File: src/rtl/fuzzy_dictionary_id_matcher_macros.svh
// Assertion macros for the fuzzy dictionary matcher.
// Used by modules that have i_clk and i_rst_n in scope.
`ifndef FUZZY_DICTIONARY_ID_MATCHER_MACROS_SVH
`define FUZZY_DICTIONARY_ID_MATCHER_MACROS_SVH

// same-cycle implication
`define FDM_ASSERT_IMP(lbl, ante, cons, msg) \
    lbl: assert property (@(posedge i_clk) disable iff (!i_rst_n) (ante) |-> (cons)) \
        else $error(msg);

// next-cycle implication
`define FDM_ASSERT_NXT(lbl, ante, cons, msg) \
    lbl: assert property (@(posedge i_clk) disable iff (!i_rst_n) (ante) |=> (cons)) \
        else $error(msg);

`endif

File: src/rtl/fdm_pkg.sv
// Shared constants, codes and types of the fuzzy dictionary matcher.
// No dependencies.
package fdm_pkg;

    localparam int MAX_KEYS = 64;
    localparam int MAX_LEN  = 16;
    localparam int KEY_W    = $clog2(MAX_KEYS);
    localparam int CNT_W    = $clog2(MAX_KEYS + 1);
    localparam int LEN_W    = $clog2(MAX_LEN);
    localparam int LCNT_W   = $clog2(MAX_LEN + 1);
    localparam int ADDR_W   = KEY_W + LEN_W;
    localparam int DIST_W   = 5;
    localparam int CFG_W    = 5;
    localparam int FIFO_DEPTH = 4;
    localparam int FPTR_W   = $clog2(FIFO_DEPTH);
    localparam int FCNT_W   = $clog2(FIFO_DEPTH + 1);
    localparam int PADDR_W  = 4;

    localparam logic [1:0] CMD_CLEAR = 2'd0;
    localparam logic [1:0] CMD_KEY   = 2'd1;
    localparam logic [1:0] CMD_QUERY = 2'd2;
    localparam logic [1:0] CMD_NOP   = 2'd3;

    localparam logic [2:0] ST_EXACT   = 3'd0;
    localparam logic [2:0] ST_NORM    = 3'd1;
    localparam logic [2:0] ST_FUZZY   = 3'd2;
    localparam logic [2:0] ST_NOMATCH = 3'd3;
    localparam logic [2:0] ST_EMPTY   = 3'd4;
    localparam logic [2:0] ST_TOOLONG = 3'd5;
    localparam logic [2:0] ST_REJECT  = 3'd6;

    localparam logic [1:0] REG_SHORT_LEN  = 2'd0;
    localparam logic [1:0] REG_SHORT_DIST = 2'd1;
    localparam logic [1:0] REG_LONG_DIST  = 2'd2;

    localparam logic [7:0] CH_P = 8'h50;
    localparam logic [7:0] CH_K = 8'h4B;
    localparam logic [7:0] CH_G = 8'h47;
    localparam logic [7:0] CH_O = 8'h4F;
    localparam logic [7:0] CH_I = 8'h49;
    localparam logic [7:0] CH_L = 8'h4C;
    localparam logic [7:0] CH_0 = 8'h30;
    localparam logic [7:0] CH_1 = 8'h31;
    localparam logic [7:0] CH_9 = 8'h39;
    localparam logic [7:0] CH_A = 8'h41;
    localparam logic [7:0] CH_Z = 8'h5A;
    localparam logic [7:0] CH_LA = 8'h61;
    localparam logic [7:0] CH_LZ = 8'h7A;
    localparam logic [7:0] CASE_OFS = 8'h20;

    typedef struct packed {
        logic [1:0] cmd;
        logic [7:0] ch;
        logic       keep;
        logic       last;
    } t_qitem;

    typedef struct packed {
        logic   push;
        t_qitem item;
    } t_qwr;

    typedef struct packed {
        logic [2:0]        status;
        logic              match_valid;
        logic              was_corrected;
        logic [5:0]        key_index;
        logic [DIST_W-1:0] edit_distance;
    } t_result;

    typedef struct packed {
        logic [CFG_W-1:0] short_len;
        logic [CFG_W-1:0] short_dist;
        logic [CFG_W-1:0] long_dist;
    } t_cfg;

endpackage

File: src/rtl/fdm_fifo.sv
// Short queue between front and back ends.
// Depends on fdm_pkg.
module fdm_fifo (
    input  logic            i_clk,
    input  logic            i_rst_n,
    input  fdm_pkg::t_qwr   i_wr,
    input  logic            i_pop,
    output fdm_pkg::t_qitem o_data,
    output logic            o_empty,
    output logic            o_full
);
    fdm_pkg::t_qitem                r_mem [fdm_pkg::FIFO_DEPTH];
    logic [fdm_pkg::FPTR_W-1:0]     r_wptr;
    logic [fdm_pkg::FPTR_W-1:0]     r_rptr;
    logic [fdm_pkg::FCNT_W-1:0]     r_count;
    logic                           do_push;
    logic                           do_pop;

    assign o_empty = (r_count == '0);
    assign o_full  = (r_count == fdm_pkg::FCNT_W'(fdm_pkg::FIFO_DEPTH));
    assign do_push = i_wr.push && !o_full;
    assign do_pop  = i_pop && !o_empty;
    assign o_data  = r_mem[r_rptr];

    always_ff @(posedge i_clk) begin
        if (do_push) begin
            r_mem[r_wptr] <= i_wr.item;
        end
    end

    always_ff @(posedge i_clk) begin
        if (!i_rst_n) begin
            r_wptr  <= '0;
            r_rptr  <= '0;
            r_count <= '0;
        end else begin
            if (do_push) begin
                r_wptr <= r_wptr + 1'b1;
            end
            if (do_pop) begin
                r_rptr <= r_rptr + 1'b1;
            end
            if (do_push && !do_pop) begin
                r_count <= r_count + 1'b1;
            end else if (do_pop && !do_push) begin
                r_count <= r_count - 1'b1;
            end
        end
    end
endmodule

File: config.mk
export PLATFORM = sky130hd
export DESIGN_NAME = fdm_fifo
export DESIGN_NICKNAME = d
export VERILOG_FILES = /design/src/rtl/fuzzy_dictionary_id_matcher_macros.svh /design/src/rtl/fdm_pkg.sv /design/src/rtl/fdm_fifo.sv
export SDC_FILE = /design/constraint.sdc
export NUM_CORES = 1
export LEC_CHECK = 0
export ABC_AREA = 1
export BUFFER_PORTS_ARGS = -buffer_cell sky130_fd_sc_hd__buf_2
export CAP_MARGIN = 15
export CORE_ASPECT_RATIO = 0.8
export CORE_MARGIN = 4
export CORE_UTILIZATION = 45
export DETAILED_ROUTE_END_ITERATION = 10
export PLACE_DENSITY = 0.77
export SLEW_MARGIN = 0
export SYNTH_ARGS = -nofsm -noshare
export SYNTH_HDL_FRONTEND = slang
export SYNTH_SLANG_ARGS = --single-unit
File: constraint.sdc
create_clock -name i_clk -period 3.45 [get_ports i_clk]
set_clock_uncertainty 0.2 [all_clocks]
set_input_delay 0.5175 -clock i_clk [delete_from_list [all_inputs] [get_ports i_clk]]
set_output_delay 0.5175 -clock i_clk [all_outputs]
set_load 0.005 [all_outputs]
==> run summary <==
Commonest non-fill, non-tap cells in the layout: edfxtp_1, nor2_1, buf_2
Leak pwr: 1.04 nW
Drt via density: 4.91
Synthesized cell area: 2280 um^2
# IOs: 30
DR vias: 1423
Pin count of the biggest net entering global routing: 25
Post_cts resized: 0
Commonest non-fill, non-tap cell in the layout: edfxtp_1
Power per cell area: 745 nW/um^2
Fin nets: 247
Register area: 1620 um^2
Diode count: 0
Root Buffer: clkbuf_8
Period Utilization, post-route: 72.7%
Clk slew on worst S/H paths: 0.07 ns
Fin. max-slew vios: 0
Startpoint Class: flop
Synth area leaders: edfxtp_1, dfxtp_1, nor2_1
R2R depth: 9
Clock latency on the worst-skew pair: 0.32 ns
Vias in the first global route: 1261
Setup TNS: 0 ns
Remaining Overflow, GRT: 0
FMAX: 399 MHz
Synthesis-stage register bit count: 57
1st-iter DRT viols: 60
Starting Density: 48.2%
Post-DP HPWL: 2590 um
Setup CP Type: reg2out
Average size of a mapped cell: 12.3 um^2
Cell taking the most area after synthesis: edfxtp_1
Layout area overhead: 18.5%
CTS Buf Count: 9
Max-Cap Viols: 0
Port bufs: 29
First-pass GRT wire length: 5900 um
Footprint of the multi-input gates: 546 um^2
Die Wd: 87.6 um
Reg2reg setup slack: 1.43 ns
Site Rows: 22
Clock Path Buffers: 2
WL final: 3870 um
Reg-to-reg startpoint: r_count[1]
Layout cells sized above 1: 23.9%
Sink Count: 57
Ys Warns: 0
Crit end category: output port
Synth cell types: 20
Total core area: 4730 um^2
CP arrival: 1.79 ns
Final Hold Fails: 0
Final setup fails: 0
CTS Hold Buffers Added: 0
Post-Synthesis Net Count: 208
RSZ-0062 raised after global routing: false
Least-Margin Pin Slew: 0.478 ns
Routability cong.: 0.716
Syn Inst Count: 186
# H-tree levels: 3
Min-Delay Path Class: in2reg
Die area: 6280 um^2
Post-route ant nets: 0
Worst IR Drop VDD: 296 uV
Detailed-route wire length per cell: 13.4 um
Fin crit period: 2.51 ns
Critical Path RT: 2.73 ns
Die span in y: 71.7 um
Register area share after synthesis: 71.1%
CTS tree: done
Final core utilization: 57.1%
Initial antenna violation count: 0
Setup Buffers After CTS: 0
Rel. slew slack: 68.0%
Share of the synthesized area in the top cell type: 63.2%
DR pass1 iterations: 5
Setup crit end: o_data[6]
Critical path peak fanout: 24
Run status: complete, no violations
DRC Markers: 0
Reg-to-Reg End: r_count[1]
Fill cell count: 387
Total Routing Usage GR: 13.3%
==> cell type report <==
| class | instances | share of cell area, % |
|---|---|---|
| Sequential cell | 57 | 60.0 |
| Multi-Input combinational cell | 105 | 20.2 |
| Timing Repair Buffer | 34 | 6.76 |
| Clock buffer | 11 | 4.86 |
| Clock inverter | 5 | 2.96 |
| Tap cell | 60 | 2.78 |
| Inverter | 18 | 2.50 |
==> flip-flops by register name, summed over array words and instances, names as in the netlist, named ones only <==
name	cells
r_wptr	2
r_rptr	2
r_count	3
r_mem	48
==> cells in the mapped netlist <==
library cell / n
buf_6: 2
a21oi_1: 3
nand3_1: 4
nand2_1: 11
o21ai_0: 9
buf_2: 2
fa_1: 1
ha_1: 5
nor2_2: 1
nand2_2: 4
dfxtp_1: 9
inv_1: 16
o21ai_1: 16
xor2_1: 1
nand3b_1: 1
inv_2: 2
edfxtp_1: 48
nor2_1: 37
buf_4: 2
o22ai_1: 12
==> through the flow <==
stage               setup WS, ns  hold slack [ns]  std cells  instance area, um^2  total power, mW
floorplan                   1.58            0.264        186                 2280             1.23
global placement            1.32            0.283        274                 2490             1.37
detailed placement          1.28            0.283        274                 2490             1.38
CTS                        0.918            0.198        290                 2700             2.03
global route               0.702            0.189        290                 2700             2.14
finish                     0.943            0.212        290                 2700             2.01
==> critical path: stages, from the launching register on <==
cell,delay [ns]
dfxtp_1,0.60
buf_4,0.26
inv_2,0.17
o21ai_0,0.19
o22ai_1,0.10
buf_2,0.13
==> worst min-delay path by stage <==
stage	startpoint	endpoint	slack (ns)	cells after the start
after floorplan	r_rptr[1]	flop	0.26	2
after global placement	r_rptr[1]	r_rptr[1]	0.28	2
after detailed placement	r_rptr[1]	r_rptr[1]	0.28	2
after CTS	i_wr[1]	r_mem[2][1]	0.20	1
after global routing	i_wr[1]	r_mem[3][1]	0.19	1
final	i_wr[0]	r_mem[3][0]	0.21	1
==> metal layers <==
layer,vias to the layer above,part of all wire [%],GRT usage [%]
met3,4,7.5,7.01
li1,731,-,-
met4,0,1.4,6.81
met1,653,43,14.9
met5,-,0,0
met2,35,48,20.4
==> power by group <==
part | switching, mW | internal, mW
Combinational | 0.276 | 0.188
Sequential | 0.0575 | 0.843
Clock | 0.245 | 0.405
==> kinds of logic after synthesis <==
family / count (synthesis) / synth area share, %
adder cells (fa/ha/maj): 6 / 3.62
flip-flops: 57 / 71.1
AO/OA/AOI/OAI: 40 / 9.43
XOR/XNOR: 1 / 0.384
AND/OR/NAND/NOR: 58 / 10.5
buffers and inverters: 24 / 5.04
No activity file was read; power rests on OpenSTA's default activity.
