$ cat config.mk
export PLATFORM = sky130hd
export DESIGN_NAME = fdm_front_flat
export DESIGN_NICKNAME = d
export VERILOG_FILES = /design/src/rtl/fuzzy_dictionary_id_matcher_macros.svh /design/src/rtl/fdm_pkg.sv /design/src/rtl/fdm_if.sv /design/src/rtl/fdm_front.sv /design/src/flat_wrapper.sv
export SDC_FILE = /design/constraint.sdc
export NUM_CORES = 1
export LEC_CHECK = 0
export CORE_AREA = 2 2 39 41
export DETAILED_ROUTE_END_ITERATION = 8
export DIE_AREA = 0 0 41 43
export DONT_BUFFER_PORTS = 1
export GPL_TIMING_DRIVEN = 0
export MAX_ROUTING_LAYER = met4
export PLACE_DENSITY = 0.31
export RECOVER_POWER = 100
export SLEW_MARGIN = 20
export SYNTH_ARGS = -nofsm -noshare
export SYNTH_HDL_FRONTEND = slang
export SYNTH_SLANG_ARGS = --single-unit
$ cat constraint.sdc
create_clock -name vclk -period 1.3
set_clock_uncertainty 0.05 [all_clocks]
set_input_delay 0.065 -clock vclk [all_inputs]
set_output_delay 0.065 -clock vclk [all_outputs]
set_load 0.02 [all_outputs]
$ cat src/rtl/fuzzy_dictionary_id_matcher_macros.svh
// Assertion macros for the fuzzy dictionary matcher.
// Used by modules that have i_clk and i_rst_n in scope.
`ifndef FUZZY_DICTIONARY_ID_MATCHER_MACROS_SVH
`define FUZZY_DICTIONARY_ID_MATCHER_MACROS_SVH

// same-cycle implication
`define FDM_ASSERT_IMP(lbl, ante, cons, msg) \
    lbl: assert property (@(posedge i_clk) disable iff (!i_rst_n) (ante) |-> (cons)) \
        else $error(msg);

// next-cycle implication
`define FDM_ASSERT_NXT(lbl, ante, cons, msg) \
    lbl: assert property (@(posedge i_clk) disable iff (!i_rst_n) (ante) |=> (cons)) \
        else $error(msg);

`endif

$ cat src/rtl/fdm_pkg.sv
// Shared constants, codes and types of the fuzzy dictionary matcher.
// No dependencies.
package fdm_pkg;

    localparam int MAX_KEYS = 64;
    localparam int MAX_LEN  = 16;
    localparam int KEY_W    = $clog2(MAX_KEYS);
    localparam int CNT_W    = $clog2(MAX_KEYS + 1);
    localparam int LEN_W    = $clog2(MAX_LEN);
    localparam int LCNT_W   = $clog2(MAX_LEN + 1);
    localparam int ADDR_W   = KEY_W + LEN_W;
    localparam int DIST_W   = 5;
    localparam int CFG_W    = 5;
    localparam int FIFO_DEPTH = 4;
    localparam int FPTR_W   = $clog2(FIFO_DEPTH);
    localparam int FCNT_W   = $clog2(FIFO_DEPTH + 1);
    localparam int PADDR_W  = 4;

    localparam logic [1:0] CMD_CLEAR = 2'd0;
    localparam logic [1:0] CMD_KEY   = 2'd1;
    localparam logic [1:0] CMD_QUERY = 2'd2;
    localparam logic [1:0] CMD_NOP   = 2'd3;

    localparam logic [2:0] ST_EXACT   = 3'd0;
    localparam logic [2:0] ST_NORM    = 3'd1;
    localparam logic [2:0] ST_FUZZY   = 3'd2;
    localparam logic [2:0] ST_NOMATCH = 3'd3;
    localparam logic [2:0] ST_EMPTY   = 3'd4;
    localparam logic [2:0] ST_TOOLONG = 3'd5;
    localparam logic [2:0] ST_REJECT  = 3'd6;

    localparam logic [1:0] REG_SHORT_LEN  = 2'd0;
    localparam logic [1:0] REG_SHORT_DIST = 2'd1;
    localparam logic [1:0] REG_LONG_DIST  = 2'd2;

    localparam logic [7:0] CH_P = 8'h50;
    localparam logic [7:0] CH_K = 8'h4B;
    localparam logic [7:0] CH_G = 8'h47;
    localparam logic [7:0] CH_O = 8'h4F;
    localparam logic [7:0] CH_I = 8'h49;
    localparam logic [7:0] CH_L = 8'h4C;
    localparam logic [7:0] CH_0 = 8'h30;
    localparam logic [7:0] CH_1 = 8'h31;
    localparam logic [7:0] CH_9 = 8'h39;
    localparam logic [7:0] CH_A = 8'h41;
    localparam logic [7:0] CH_Z = 8'h5A;
    localparam logic [7:0] CH_LA = 8'h61;
    localparam logic [7:0] CH_LZ = 8'h7A;
    localparam logic [7:0] CASE_OFS = 8'h20;

    typedef struct packed {
        logic [1:0] cmd;
        logic [7:0] ch;
        logic       keep;
        logic       last;
    } t_qitem;

    typedef struct packed {
        logic   push;
        t_qitem item;
    } t_qwr;

    typedef struct packed {
        logic [2:0]        status;
        logic              match_valid;
        logic              was_corrected;
        logic [5:0]        key_index;
        logic [DIST_W-1:0] edit_distance;
    } t_result;

    typedef struct packed {
        logic [CFG_W-1:0] short_len;
        logic [CFG_W-1:0] short_dist;
        logic [CFG_W-1:0] long_dist;
    } t_cfg;

endpackage

$ cat src/rtl/fdm_if.sv
// Handshake channels of the fuzzy dictionary matcher: input items and results.
// Depends on fdm_pkg.
interface fdm_in_if;
    logic       valid;
    logic       ready;
    logic [1:0] command;
    logic [7:0] character;
    logic       last_byte;
    modport source (output valid, command, character, last_byte, input ready);
    modport sink   (input valid, command, character, last_byte, output ready);
endinterface


$ cat src/rtl/fdm_front.sv
// Front end: takes input items, cleans query bytes and drops items with no effect.
// Depends on fdm_pkg and fdm_if.
module fdm_front (
    fdm_in_if.sink        i_item,
    input  logic          i_full,
    output fdm_pkg::t_qwr o_wr
);
    logic       is_digit;
    logic       is_upper;
    logic       is_lower;
    logic       keep;
    logic [7:0] clean_ch;
    logic       useful;

    assign is_digit = (i_item.character >= fdm_pkg::CH_0) && (i_item.character <= fdm_pkg::CH_9);
    assign is_upper = (i_item.character >= fdm_pkg::CH_A) && (i_item.character <= fdm_pkg::CH_Z);
    assign is_lower = (i_item.character >= fdm_pkg::CH_LA) && (i_item.character <= fdm_pkg::CH_LZ);
    assign keep     = is_digit | is_upper | is_lower;
    assign clean_ch = is_lower ? (i_item.character - fdm_pkg::CASE_OFS) : i_item.character;

    always_comb begin
        case (i_item.command)
            fdm_pkg::CMD_CLEAR: useful = 1'b1;
            fdm_pkg::CMD_KEY:   useful = 1'b1;
            fdm_pkg::CMD_QUERY: useful = keep | i_item.last_byte;
            default:            useful = 1'b0;
        endcase
    end

    assign i_item.ready = !i_full;
    assign o_wr.push      = i_item.valid && !i_full && useful;
    assign o_wr.item.cmd  = i_item.command;
    // keys are stored raw, queries cleaned
    assign o_wr.item.ch   = (i_item.command == fdm_pkg::CMD_QUERY) ? clean_ch : i_item.character;
    assign o_wr.item.keep = keep;
    assign o_wr.item.last = i_item.last_byte;
endmodule

$ cat src/flat_wrapper.sv
// flat-port wrapper written by rule: the top's interface ports become plain ports
module fdm_front_flat 
  (i_full, o_wr, i_item_valid, i_item_command, i_item_character, i_item_last_byte, i_item_ready);
  fdm_in_if i_item_i ();
  input  logic i_full;
  output fdm_pkg::t_qwr o_wr;
  input wire logic [$bits(i_item_i.valid)-1:0] i_item_valid;
  input wire logic [$bits(i_item_i.command)-1:0] i_item_command;
  input wire logic [$bits(i_item_i.character)-1:0] i_item_character;
  input wire logic [$bits(i_item_i.last_byte)-1:0] i_item_last_byte;
  output wire logic [$bits(i_item_i.ready)-1:0] i_item_ready;
  assign i_item_i.valid = i_item_valid;
  assign i_item_i.command = i_item_command;
  assign i_item_i.character = i_item_character;
  assign i_item_i.last_byte = i_item_last_byte;
  assign i_item_ready = i_item_i.ready;
  fdm_front u_core (.i_item(i_item_i), .i_full(i_full), .o_wr(o_wr));
endmodule
==> out/metrics.csv <==
metric,value,unit
vias in the first global route,262,
First DRT Iteration DRCs,7,
cts hold-fix bufs,0,
area grow syn2layout,33.18,%
Pre-antenna DRT Iters,3,
Leak Pwr,0.0001404,uW
Final GP Congestion,0.6085,
CP arrival,1410,ps
Max-Cap Viols,0,
post-synthesis mux area share,3.738,%
final instance area,356.6,um^2
Seq cells,0,
"CP delay by family, top",simple AND/OR/NAND/NOR gates,
min Tclk post-route,1524,ps
routed via count,285,
die height,43,um
Die W,41,um
FMAX,656.1,MHz
Final WS setup,-224.1,ps
fillers,162,
initial core utilization,19.35,%
Crit Path Class,in -> out,
Unique masters post-synth,20,
die area,0.001763,mm^2
Synth top area share,25.23,%
DRT antenna net count,0,
Diodes inserted,0,
I/O pins,27,
fin nets,57,
post-DP HPWL,607.5,um
Final setup viols,5,
layout cells sized above 1,38.46,%
Compound-Gate Fraction of Synth Area,21.96,%
Core Area,0.001384,mm^2
final worst-path cycle share,117.2,%
worst vdd ir,0.00007284,V
drt wl/cell,13.07,um
Synth Area in XOR/XNOR,0,%
crit-path cells,"or3_4, or4_4, and3_4, o21ai_4, nand2_1, buf_6",
failing checks,setup timing,
CP required,1190,ps
DR DRC count,0,
PD cells,314.6,mW/mm^2
Syn Nets,54,
total number of yosys warnings,0,
input/output buffers,0,
# rows,14,
vias per cell,5.182,
CLK BUF,0,
total congestion overflow,0,
slowest cell on the critical path,or4_4,
critical path startpoint category,input port,
Synth Area in Adders,14.02,%
max incr delay on CP,440,ps
Simple-Gate Fraction of Synth Area,30.84,%
sum of negative setup slack,-690.9,ps
sequential share of the synthesized area,0,%
main combinational cell family by area after synthesis,simple AND/OR/NAND/NOR gates,
Hold Crit Class,in -> out,
DP Area,320.3,um^2
CP Max Fanout,5,
Slew Limit Headroom,80.38,%
RSZ-0062 raised after global routing,yes,
"Hold Violations, Final",0,
synth top area cells,"buf_4 (25%), ha_1 (14%), and3_1 (4.7%)",
Pwr Total,112.2,uW
largest area contributor in the netlist,buf_4,
first-pass GRT wire length,1.048,mm
max-slew violations,0,
post-synthesis instance total,38,
worst path bufs/invs,1,
Total Routing Usage GR,8.094,%
Mapped Avg Cell Area,7.046,um^2
Tightest Pin Transition,294.0,ps
largest net degree at the start of global routing,7,
CP endpoint kind,output port,
flip-flop and latch area,0,um^2
final wirelength,719,um
initial antenna violation count,0,
Post-Syn Area,267.8,um^2
outcome,"finished, violations left",
==> routing by layer <==
| layer | up-vias | part of all wire, % | global-route usage (%) | wire, um |
|---|---|---|---|---|
| li1 | 132 | - | - | - |
| met4 | 0 | 0 | 0 | 0 |
| met3 | 0 | 13 | 1.047 | 92 |
| met2 | 21 | 42 | 11.88 | 305 |
| met1 | 132 | 45 | 12.38 | 321 |
| met5 | - | 0 | - | 0 |
==> area by class of cell <==
type                       instances  area (um^2)  share of cell area [%]
tap                               16        20.02                   5.614
buffer                             9        45.04                   12.63
timing repair buffer               1        11.26                   3.158
multi-input combinational         26        265.3                   74.39
inverter                           3        15.01                   4.211
==> metrics by stage <==
stage | std cells | util (%) | hold WS (ps) | setup WS, ps
2_1_floorplan | 38 | - | 162.7 | -199.3
3_3_place_gp | 54 | 23.15 | 168.1 | -270.9
3_5_place_dp | 54 | 23.15 | 167.7 | -267.8
4_1_cts | 55 | 26.85 | 145.6 | -222.9
5_1_grt | 55 | 25.77 | 147.3 | -274.3
6_report | 55 | 25.77 | 144.8 | -224.1
==> worst paths after layout <==
kind                             from  endpoint  slack (ps)  cells after the start
setup / recovery  i_item_character[2]   o_wr[1]        -220                      6
hold / removal      i_item_command[0]  o_wr[12]         140                      1
==> cells in the mapped netlist (2+ instances only) <==
master   count
inv_1        3
nand2_1      3
o21ai_0      2
buf_4        9
nor2_1       3
and3_1       2
ha_1         3
==> power by group <==
part	switching, uW	leakage, uW	internal, uW	total, uW
registers	0	0	0	0
clock network	0	0	0	0
logic	66.7	0.000140	45.5	112
==> cells in the final DEF (no fill, tap or decap) <==
master,netlist,routed
clkbuf_1,0,7
nand2_1,3,3
ha_1,3,3
inv_1,3,2
o21ai_0,2,2
buf_6,0,2
clkinvlp_4,0,1
nor2_1,3,1
nand4b_1,1,1
nand2b_1,1,1
o211a_1,1,1
or3_4,0,1
or4_4,1,1
nor2_2,0,1
mux2i_4,0,1
nor2_4,0,1
nand4_1,1,1
o32ai_2,0,1
o221ai_2,0,1
and3_1,2,1
and3_4,0,1
o21ai_4,0,1
and3b_2,0,1
a221oi_4,0,1
a21o_1,1,1
buf_4,9,1
==> cells by family (layout without fill, tap and decap cells) <==
logic type,Yosys count,count (layout)
AO/OA/AOI/OAI,8,8
AND/OR/NAND/NOR,14,14
buffers and inverters,12,13
multiplexers,1,1
adder cells (fa/ha/maj),3,3
==> what timing repair did <==
item | 4_1_cts | 5_1_grt
endpoints found under the setup margin | 5 | 5
gates resized for setup | 7 | 2
pin swaps | 4 | 1
setup buffers | 1 | 0
No activity file was read; power rests on OpenSTA's default activity.
